===== src/rtl/ldpr_pkg.sv =====
`timescale 1ns / 1ps

package ldpr_pkg;

    // Field widths fixed by the interface
    localparam int ADDR_W      = 32;
    localparam int OFFSET_W    = 5;
    localparam int FRAME_OUT_W = 3;
    localparam int CFG_INDEX_W = 8;
    localparam int CFG_DATA_W  = 32;

    // Configuration register indexes
    localparam logic [CFG_INDEX_W-1:0] CFG_OFFSET_BITS  = 8'd0;
    localparam logic [CFG_INDEX_W-1:0] CFG_RING_MODULUS = 8'd1;

    // Reset values of the configuration registers
    localparam logic [OFFSET_W-1:0] OFFSET_RESET  = 5'd12;
    localparam logic [ADDR_W-1:0]   MODULUS_RESET = 32'd1048576;

    // Modulus used when the register holds zero (2^32)
    localparam logic [ADDR_W:0] MODULUS_FULL = 33'h1_0000_0000;

    // Last step of the bit-serial remainder unit
    localparam logic [OFFSET_W-1:0] REM_LAST = 5'd31;

    // Sequencer states
    typedef enum logic [3:0] {
        S_IDLE,     // waiting for an address
        S_HSCAN,    // hit search, one frame a cycle
        S_BMOD,     // new page mod M
        S_DSCAN,    // fetch residue of one frame
        S_AMOD,     // frame page mod M
        S_DIST,     // clockwise distance
        S_DCMP,     // shorter way round, keep the best
        S_INSTALL,  // write the victim frame
        S_FIN       // hand the result to the output register
    } t_state;

endpackage


===== src/rtl/longest_distance_page_replacement_unit.sv =====
`timescale 1ns / 1ps

// Longest-distance page replacement over FRAMES frames.
// Input channel (i_in_valid / o_in_ready) takes one virtual address per
// transfer; the output channel (o_out_valid / i_out_ready) returns one result
// per address: page number, hit flag, frame index and the evicted page.
// The config channel (i_cfg_valid / o_cfg_ready) is always ready; index 0 is
// the page offset width, index 1 the ring modulus (0 means 2^32).
// The frame store port reads one frame a cycle and the shared remainder
// unit works 1 bit per cycle. A hit ends the scan at the matching frame; a
// miss with an empty frame scans every frame and installs in one; a miss with
// all frames full reduces the page mod M when page >= M, weighs each frame's
// residue (computed if not cached and its page >= M; residues are cached per
// frame and dropped when the modulus is written) and distance, then installs.
// One address is worked on at a time; o_in_ready is high only while idle.
// The result sits in an output register; a stalled receiver holds it and the
// next address is taken meanwhile, its own result waiting until the register
// frees. Reset empties every frame and restores the register defaults; no
// clearing pass is needed.
module longest_distance_page_replacement_unit #(
    parameter int FRAMES = 8
) (
    input  logic                               i_clk,
    input  logic                               i_rst_n,
    // address channel
    input  logic                               i_in_valid,
    output logic                               o_in_ready,
    input  logic [ldpr_pkg::ADDR_W-1:0]        i_virt_address,
    // result channel
    output logic                               o_out_valid,
    input  logic                               i_out_ready,
    output logic [ldpr_pkg::ADDR_W-1:0]        o_page_number,
    output logic                               o_hit,
    output logic [ldpr_pkg::FRAME_OUT_W-1:0]   o_frame_index,
    output logic                               o_evicted_valid,
    output logic [ldpr_pkg::ADDR_W-1:0]        o_evicted_page,
    // configuration channel
    input  logic                               i_cfg_valid,
    output logic                               o_cfg_ready,
    input  logic [ldpr_pkg::CFG_INDEX_W-1:0]   i_cfg_index,
    input  logic [ldpr_pkg::CFG_DATA_W-1:0]    i_cfg_data
);

    localparam int IW = (FRAMES > 1) ? $clog2(FRAMES) : 1;
    localparam int XW = (IW > ldpr_pkg::FRAME_OUT_W) ? IW : ldpr_pkg::FRAME_OUT_W;
    localparam int AW = ldpr_pkg::ADDR_W;

    // configuration
    logic [ldpr_pkg::OFFSET_W-1:0] r_offset;
    logic [AW-1:0]                 r_mod;

    // sequencer and datapath registers
    ldpr_pkg::t_state r_state, n_state;
    logic [IW-1:0]    r_idx, n_idx;
    logic [AW-1:0]    r_page, n_page;
    logic             r_have_empty, n_have_empty;
    logic [IW-1:0]    r_empty_idx, n_empty_idx;
    logic [IW-1:0]    r_victim, n_victim;
    logic             r_hit, n_hit;
    logic             r_evv, n_evv;
    logic [AW-1:0]    r_evp, n_evp;
    logic [AW-1:0]    r_a, n_a;
    logic [AW-1:0]    r_b, n_b;
    logic [AW-1:0]    r_cw, n_cw;
    logic [AW-1:0]    r_best, n_best;
    // remainder unit
    logic [AW-1:0]                 r_dq, n_dq;
    logic [AW-1:0]                 r_rem, n_rem;
    logic [ldpr_pkg::OFFSET_W-1:0] r_cnt, n_cnt;

    // frame state
    logic [FRAMES-1:0] r_valid;
    logic [FRAMES-1:0] r_res_ok;
    logic [AW-1:0]     m_page [FRAMES];
    logic [AW-1:0]     m_res  [FRAMES];
    logic [AW-1:0]     r_rd_page;
    logic [AW-1:0]     r_rd_res;

    // output register
    logic          r_out_valid;
    logic [AW-1:0] r_out_page;
    logic          r_out_hit;
    logic [XW-1:0] r_out_frame;
    logic          r_out_evv;
    logic [AW-1:0] r_out_evp;

    // shared combinational terms
    logic [AW:0]   w_m;
    logic          w_last;
    logic          w_match;
    logic          w_page_lt;
    logic          w_rd_lt;
    logic [AW:0]   w_rem_sh;
    logic [AW-1:0] w_rem_nx;
    logic [AW:0]   w_cw;
    logic [AW:0]   w_ccw;
    logic [AW-1:0] w_dist;
    logic          w_take;
    logic          w_cur_empty;
    logic          w_out_free;
    logic          w_res_we;
    logic [IW-1:0] w_res_addr;
    logic [AW-1:0] w_res_data;
    logic          w_mod_wr;

    assign o_in_ready  = (r_state == ldpr_pkg::S_IDLE);
    assign o_cfg_ready = 1'b1;
    assign w_mod_wr    = i_cfg_valid && (i_cfg_index == ldpr_pkg::CFG_RING_MODULUS);
    assign w_out_free  = !r_out_valid || i_out_ready;

    // modulus, zero read as 2^32
    assign w_m = (r_mod == '0) ? ldpr_pkg::MODULUS_FULL : {1'b0, r_mod};

    assign w_last      = (r_idx == IW'(FRAMES - 1));
    assign w_cur_empty = !r_valid[r_idx];
    assign w_match     = r_valid[r_idx] && (r_rd_page == r_page);
    assign w_page_lt   = ({1'b0, r_page} < w_m);
    assign w_rd_lt     = ({1'b0, r_rd_page} < w_m);

    // one restoring remainder step
    assign w_rem_sh = {r_rem, r_dq[AW-1]};
    assign w_rem_nx = (w_rem_sh >= w_m) ? AW'(w_rem_sh - w_m) : w_rem_sh[AW-1:0];

    // clockwise distance (a - b) mod M, both residues below M
    assign w_cw = (r_a >= r_b) ? ({1'b0, r_a} - {1'b0, r_b})
                               : ({1'b0, r_a} + w_m - {1'b0, r_b});
    // other way round and the shorter of the two
    assign w_ccw  = (r_cw == '0) ? '0 : (w_m - {1'b0, r_cw});
    assign w_dist = (r_cw < w_ccw[AW-1:0]) ? r_cw : w_ccw[AW-1:0];
    assign w_take = (r_idx == '0) || (w_dist > r_best);

    // next state
    always_comb begin
        n_state = r_state;
        case (r_state)
            ldpr_pkg::S_IDLE: begin
                if (i_in_valid) n_state = ldpr_pkg::S_HSCAN;
            end
            ldpr_pkg::S_HSCAN: begin
                if (w_match) begin
                    n_state = ldpr_pkg::S_FIN;
                end else if (w_last) begin
                    if (r_have_empty || w_cur_empty) n_state = ldpr_pkg::S_INSTALL;
                    else if (w_page_lt)              n_state = ldpr_pkg::S_DSCAN;
                    else                             n_state = ldpr_pkg::S_BMOD;
                end
            end
            ldpr_pkg::S_BMOD: begin
                if (r_cnt == ldpr_pkg::REM_LAST) n_state = ldpr_pkg::S_DSCAN;
            end
            ldpr_pkg::S_DSCAN: begin
                if (r_res_ok[r_idx] || w_rd_lt) n_state = ldpr_pkg::S_DIST;
                else                            n_state = ldpr_pkg::S_AMOD;
            end
            ldpr_pkg::S_AMOD: begin
                if (r_cnt == ldpr_pkg::REM_LAST) n_state = ldpr_pkg::S_DIST;
            end
            ldpr_pkg::S_DIST: begin
                n_state = ldpr_pkg::S_DCMP;
            end
            ldpr_pkg::S_DCMP: begin
                n_state = w_last ? ldpr_pkg::S_INSTALL : ldpr_pkg::S_DSCAN;
            end
            ldpr_pkg::S_INSTALL: begin
                n_state = ldpr_pkg::S_FIN;
            end
            ldpr_pkg::S_FIN: begin
                if (w_out_free) n_state = ldpr_pkg::S_IDLE;
            end
            default: n_state = ldpr_pkg::S_IDLE;
        endcase
    end

    // datapath next values
    always_comb begin
        n_idx        = r_idx;
        n_page       = r_page;
        n_have_empty = r_have_empty;
        n_empty_idx  = r_empty_idx;
        n_victim     = r_victim;
        n_hit        = r_hit;
        n_evv        = r_evv;
        n_evp        = r_evp;
        n_a          = r_a;
        n_b          = r_b;
        n_cw         = r_cw;
        n_best       = r_best;
        n_dq         = r_dq;
        n_rem        = r_rem;
        n_cnt        = r_cnt;
        w_res_we     = 1'b0;
        w_res_addr   = r_idx;
        w_res_data   = r_a;
        case (r_state)
            ldpr_pkg::S_IDLE: begin
                if (i_in_valid) begin
                    n_page       = i_virt_address >> r_offset;
                    n_idx        = '0;
                    n_have_empty = 1'b0;
                end
            end
            ldpr_pkg::S_HSCAN: begin
                if (w_match) begin
                    n_hit    = 1'b1;
                    n_victim = r_idx;
                    n_evv    = 1'b0;
                    n_evp    = '0;
                end else begin
                    if (w_cur_empty) begin
                        n_have_empty = 1'b1;
                        n_empty_idx  = r_idx;
                    end
                    if (w_last) begin
                        n_hit = 1'b0;
                        if (r_have_empty || w_cur_empty) begin
                            // last empty frame takes the page
                            n_victim = w_cur_empty ? r_idx : r_empty_idx;
                            n_idx    = w_cur_empty ? r_idx : r_empty_idx;
                        end else begin
                            n_idx = '0;
                            if (w_page_lt) begin
                                n_b = r_page;
                            end else begin
                                n_dq  = r_page;
                                n_rem = '0;
                                n_cnt = '0;
                            end
                        end
                    end else begin
                        n_idx = r_idx + 1'b1;
                    end
                end
            end
            ldpr_pkg::S_BMOD: begin
                n_dq  = r_dq << 1;
                n_rem = w_rem_nx;
                n_cnt = r_cnt + 1'b1;
                if (r_cnt == ldpr_pkg::REM_LAST) n_b = w_rem_nx;
            end
            ldpr_pkg::S_DSCAN: begin
                if (r_res_ok[r_idx]) begin
                    n_a = r_rd_res;
                end else if (w_rd_lt) begin
                    n_a        = r_rd_page;
                    w_res_we   = 1'b1;
                    w_res_data = r_rd_page;
                end else begin
                    n_dq  = r_rd_page;
                    n_rem = '0;
                    n_cnt = '0;
                end
            end
            ldpr_pkg::S_AMOD: begin
                n_dq  = r_dq << 1;
                n_rem = w_rem_nx;
                n_cnt = r_cnt + 1'b1;
                if (r_cnt == ldpr_pkg::REM_LAST) begin
                    n_a        = w_rem_nx;
                    w_res_we   = 1'b1;
                    w_res_data = w_rem_nx;
                end
            end
            ldpr_pkg::S_DIST: begin
                n_cw = w_cw[AW-1:0];
            end
            ldpr_pkg::S_DCMP: begin
                if (w_take) begin
                    n_best   = w_dist;
                    n_victim = r_idx;
                end
                if (w_last) n_idx = w_take ? r_idx : r_victim;
                else        n_idx = r_idx + 1'b1;
            end
            ldpr_pkg::S_INSTALL: begin
                n_evv      = r_valid[r_victim];
                n_evp      = r_valid[r_victim] ? r_rd_page : '0;
                w_res_we   = !r_have_empty;
                w_res_addr = r_victim;
                w_res_data = r_b;
            end
            ldpr_pkg::S_FIN: begin
                n_idx = '0;
            end
            default: begin
                n_idx = '0;
            end
        endcase
    end

    // control registers
    always_ff @(posedge i_clk) begin
        if (!i_rst_n) begin
            r_state     <= ldpr_pkg::S_IDLE;
            r_offset    <= ldpr_pkg::OFFSET_RESET;
            r_mod       <= ldpr_pkg::MODULUS_RESET;
            r_valid     <= '0;
            r_res_ok    <= '0;
            r_out_valid <= 1'b0;
            r_idx       <= '0;
        end else begin
            r_state <= n_state;
            r_idx   <= n_idx;
            if (i_cfg_valid && i_cfg_index == ldpr_pkg::CFG_OFFSET_BITS) begin
                r_offset <= i_cfg_data[ldpr_pkg::OFFSET_W-1:0];
            end
            if (w_mod_wr) begin
                r_mod <= i_cfg_data;
            end
            if (r_state == ldpr_pkg::S_INSTALL) begin
                r_valid[r_victim] <= 1'b1;
            end
            // cached residues go stale when the modulus changes
            if (w_mod_wr) begin
                r_res_ok <= '0;
            end else if (r_state == ldpr_pkg::S_INSTALL) begin
                r_res_ok[r_victim] <= !r_have_empty;
            end else if (w_res_we) begin
                r_res_ok[w_res_addr] <= 1'b1;
            end
            if (r_state == ldpr_pkg::S_FIN && w_out_free) begin
                r_out_valid <= 1'b1;
            end else if (i_out_ready) begin
                r_out_valid <= 1'b0;
            end
        end
    end

    // payload registers
    always_ff @(posedge i_clk) begin
        r_page       <= n_page;
        r_have_empty <= n_have_empty;
        r_empty_idx  <= n_empty_idx;
        r_victim     <= n_victim;
        r_hit        <= n_hit;
        r_evv        <= n_evv;
        r_evp        <= n_evp;
        r_a          <= n_a;
        r_b          <= n_b;
        r_cw         <= n_cw;
        r_best       <= n_best;
        r_dq         <= n_dq;
        r_rem        <= n_rem;
        r_cnt        <= n_cnt;
        if (r_state == ldpr_pkg::S_FIN && w_out_free) begin
            r_out_page  <= r_page;
            r_out_hit   <= r_hit;
            r_out_frame <= XW'(r_victim);
            r_out_evv   <= r_evv;
            r_out_evp   <= r_evp;
        end
    end

    // frame page store, registered read at the next index
    always_ff @(posedge i_clk) begin
        if (r_state == ldpr_pkg::S_INSTALL) begin
            m_page[r_victim] <= r_page;
        end
        r_rd_page <= m_page[n_idx];
    end

    // residue store
    always_ff @(posedge i_clk) begin
        if (w_res_we) begin
            m_res[w_res_addr] <= w_res_data;
        end
        r_rd_res <= m_res[n_idx];
    end

    assign o_out_valid     = r_out_valid;
    assign o_page_number   = r_out_page;
    assign o_hit           = r_out_hit;
    assign o_frame_index   = r_out_frame[ldpr_pkg::FRAME_OUT_W-1:0];
    assign o_evicted_valid = r_out_evv;
    assign o_evicted_page  = r_out_evp;

    // a hit never reports an eviction
    a_hit_no_evict: assert property (@(posedge i_clk) disable iff (!i_rst_n)
        (o_out_valid && o_hit) |-> (!o_evicted_valid && o_evicted_page == '0))
        else $error("hit result carries an eviction");

    // an accepted address leaves the input not ready in the cycle after
    a_one_at_a_time: assert property (@(posedge i_clk) disable iff (!i_rst_n)
        (i_in_valid && o_in_ready) |=> !o_in_ready)
        else $error("second address taken while busy");

    // distance scan only runs with every frame occupied
    a_scan_full: assert property (@(posedge i_clk) disable iff (!i_rst_n)
        (r_state == ldpr_pkg::S_DCMP) |-> (&r_valid))
        else $error("distance scan with an empty frame");

    // install leaves the victim frame occupied
    a_install_valid: assert property (@(posedge i_clk) disable iff (!i_rst_n)
        (r_state == ldpr_pkg::S_INSTALL) |=> r_valid[$past(r_victim)])
        else $error("installed frame not marked valid");

    // the remainder unit finishes on its last step
    a_rem_done: assert property (@(posedge i_clk) disable iff (!i_rst_n)
        (r_state == ldpr_pkg::S_AMOD && r_cnt == ldpr_pkg::REM_LAST)
        |=> (r_state == ldpr_pkg::S_DIST))
        else $error("remainder unit overran");

endmodule

===== config.mk =====
export PLATFORM = sky130hd
export DESIGN_NAME = longest_distance_page_replacement_unit
export DESIGN_NICKNAME = d
export VERILOG_FILES = /design/src/rtl/ldpr_pkg.sv /design/src/rtl/longest_distance_page_replacement_unit.sv
export SDC_FILE = /design/constraint.sdc
export NUM_CORES = 2
export LEC_CHECK = 0
export ABC_CLOCK_PERIOD_IN_PS = 12300
export BUFFER_PORTS_ARGS = -buffer_cell sky130_fd_sc_hd__buf_2
export CORE_ASPECT_RATIO = 1.4
export CORE_UTILIZATION = 50
export DETAILED_ROUTE_END_ITERATION = 12
export PLACE_DENSITY = 0.66
export SYNTH_ARGS = -nofsm -noshare
export SYNTH_HDL_FRONTEND = slang
export SYNTH_SLANG_ARGS = --single-unit

===== constraint.sdc =====
create_clock -name i_clk -period 12.3 [get_ports i_clk]
set_input_delay 1.23 -clock i_clk [delete_from_list [all_inputs] [get_ports i_clk]]
set_output_delay 1.23 -clock i_clk [all_outputs]
set_load 0.01 [all_outputs]

==> results.md <==
* FF-to-FF Start: r_mod[0]
* Largest registers: m_page: 256 flops, m_res: 256 flops
* Worst path most repeated cell: ha_1
* DIE HEIGHT at 381.6 um
* Core area at 101500 um2
* MaxCap Viol Count at 0
* Drt total wl at 160.6 mm
* Fin Setup TNS at 0 ns
* Reg2reg path depth at 36
* Worst-Margin Slew at 1.293 ns
* Final period util at 84.84%
* Post_cts resized at 0
* DR WL/cell at 27.24 um
* Final setup fails at 0
* Util after Layout at 56.69%
* FFs w/ async S/R, synth at 0%
* Rows at 138
* # nets final at 4852
* Slew margin rel. at 13.22%
* RSZ-0062 raised after global routing: false
* Final Max Slew Viols at 0
* TritonCTS buffer count at 91
* Synthesized Nets at 4709
* Top-count cell post-synth: edfxtp_1
* First-pass GRT wire length at 234.5 mm
* Post-synth top area share at 49.66%
* Top_reg_cell synth: edfxtp_1
* Area leader, netlist: edfxtp_1
* Worst hold path type: flop to flop
* H-tree levels at 3
* Ys Warns at 0
* Crit path from: r_mod[0]
* Startpoint types: flop
* Fin. Hold Viols at 0
* Hold path depth at 0
* CTS tree: built
* Avg Vias per Cell at 6.225
* Worst EP arrival at 10.98 ns
* Vias in the first global route at 36084
* Routed via count at 36692
* CTS clk-pin slew, worst paths at 0.07 ns
* Hold path start: r_evp[28]
* Worst reg2reg setup slack at 1.86 ns
* Mapped Area at 51460 um2
* Clock root buffer: clkbuf_16
* Leak at 0.02154 uW
* Initial Util at 50.68%
* Seq/Total Area, Yosys at 54.52%
* Area contributors post-synth: edfxtp_1 (50%), ha_1 (6.3%), dfxtp_1 (4.9%)
* Clk_lat worst skew at 0.73 ns
* Pin count of the biggest net entering global routing at 70
* Crit Path Max Fanout at 55
* GRT overflow at 0
* Skew final at 0.04590 ns
* Critical R2R Capture: r_rd_res[21]
* Status: finished clean
* Die area at 104200 um2
* RD Place Congestion at 1.017
* Initial DRC count at 3570
* Number of synthesized flops with an enable pin at 851
* Hold-fix buffers at CTS at 0
* Worst EP required at 12.85 ns
* Cells after synthesis at 4339
* Yosys reg bits at 976
* Fin Hold WS at 0.4185 ns
* Detail Placement HPWL at 114.0 mm
* Syn avg cell area at 11.86 um2
* CP max-delay cell: buf_4
* CTS Sinks at 976
* Initial antenna violation count at 8
* Hold Crit Endpoint: o_evicted_page[28]
* Final min period at 10.44 ns
* Number of I/O port buffers at 147
* Area delta synth->final at 11.86%
* Setup Buffers After CTS at 0
* Die W at 273.1 um
* Most frequent cells after synthesis: edfxtp_1 (851), nand2_1 (373), inv_1 (270)
* Crit end category: flop
* Unique masters post-synth at 86
* Pwr Density at 131.3 nW/um2
* Tot GR Track Use at 30.67%
* CP peak stage delay at 0.54 ns
* # DRC at 0
* Final ANT Viol Nets at 0
* Maximum vdd drop at 0.1219 mV
* Layout cell share with drive strength beyond 1 at 14.38%
* Clock Path Buffers at 3
* Kind of critical path: flop to flop
* I/O Pins at 149
* DR pass1 iterations at 7
* Fmax at 0.09583 GHz
## cells in the final DEF (no fill, tap or decap), drive strengths merged, types with 19 or more instances in the layout
cell    count
a211oi     39
a21boi     36
a21o       94
a21oi     215
a221oi     74
a222oi     20
a22oi      33
a31oi      21
and2       47
buf       277
clkbuf    116
clkinv     37
dfxtp     125
edfxtp    851
fa         34
ha        259
inv       272
mux2      150
mux2i     233
mux4       19
nand2     373
nand2b     19
nand3      64
nand4      35
nor2      264
nor2b      36
nor3       38
nor4       38
o211ai     36
o21a       39
o21ai     233
o22ai      77
xnor2      66
xor2       72
## where the power goes
| group | switching [uW] | total [uW] | internal, uW |
|---|---|---|---|
| Sequential | 100 | 3750 | 3650 |
| Clock | 1310 | 3090 | 1780 |
| Combinational | 451 | 712 | 261 |
| Total | 1860 | 7560 | 5700 |
## how the worst max path moves through the flow
| stage | endpoint | slack, ns | cells after the start |
|---|---|---|---|
| after floorplan | r_victim[0] | 3.70 | 33 |
| after global placement | r_rd_page[19] | 2.29 | 36 |
| after global routing | r_rd_res[21] | 1.33 | 36 |
| after CTS | r_rd_page[18] | 1.95 | 36 |
| final | r_rd_res[21] | 1.86 | 36 |
| after detailed placement | r_rd_page[18] | 1.96 | 36 |
## area by class of cell
class / instances / area (um2)
Fill cell: 8387 / 43970
Sequential cell: 976 / 28060
Clock buffer: 116 / 2502
Inverter: 275 / 1032
Antenna cell: 3 / 7.507
Clock inverter: 56 / 835.8
Tap cell: 1330 / 1664
Multi-Input combinational cell: 2861 / 21640
Timing Repair Buffer: 277 / 1824
## worst max-delay path: cells and delay by family, from the launching register on
family / cells / cell delay [ns]
compound gates: 16 / 4.58
simple gates: 9 / 2.08
buf+inv: 5 / 1.31
fa+ha+maj: 4 / 1.26
flops: 1 / 0.39
mux: 1 / 0.37
xor+xnor: 1 / 0.14
## cells by family after synthesis
family	Yosys count	synth area share, %
AO/OA/AOI/OAI	1045	14.17
XOR/XNOR	138	2.349
adder cells (fa/ha/maj)	293	7.620
buffers and inverters	502	3.937
flip-flops	976	54.52
multiplexers	402	8.678
other	1	0.007287
AND/OR/NAND/NOR	982	8.717
## layer usage
metal	track usage, %	share of wire (%)	wire length [um]
met4	21.00	7.8	12490
met5	0	0.034	54
met3	5.087	7.5	12070
met2	49.85	47	75520
met1	37.24	38	60440
## metrics by stage
step,area [um2],instances,total power [uW],worst slack (ns)
global placement,54210,5719,4504,2.294
floorplan,51460,4339,4196,3.698
global route,57560,5892,7765,1.333
CTS,57550,5891,7583,1.947
finish,57560,5894,7558,1.864
detailed placement,54210,5719,4515,1.964
(Power assumes the default switching activity.)
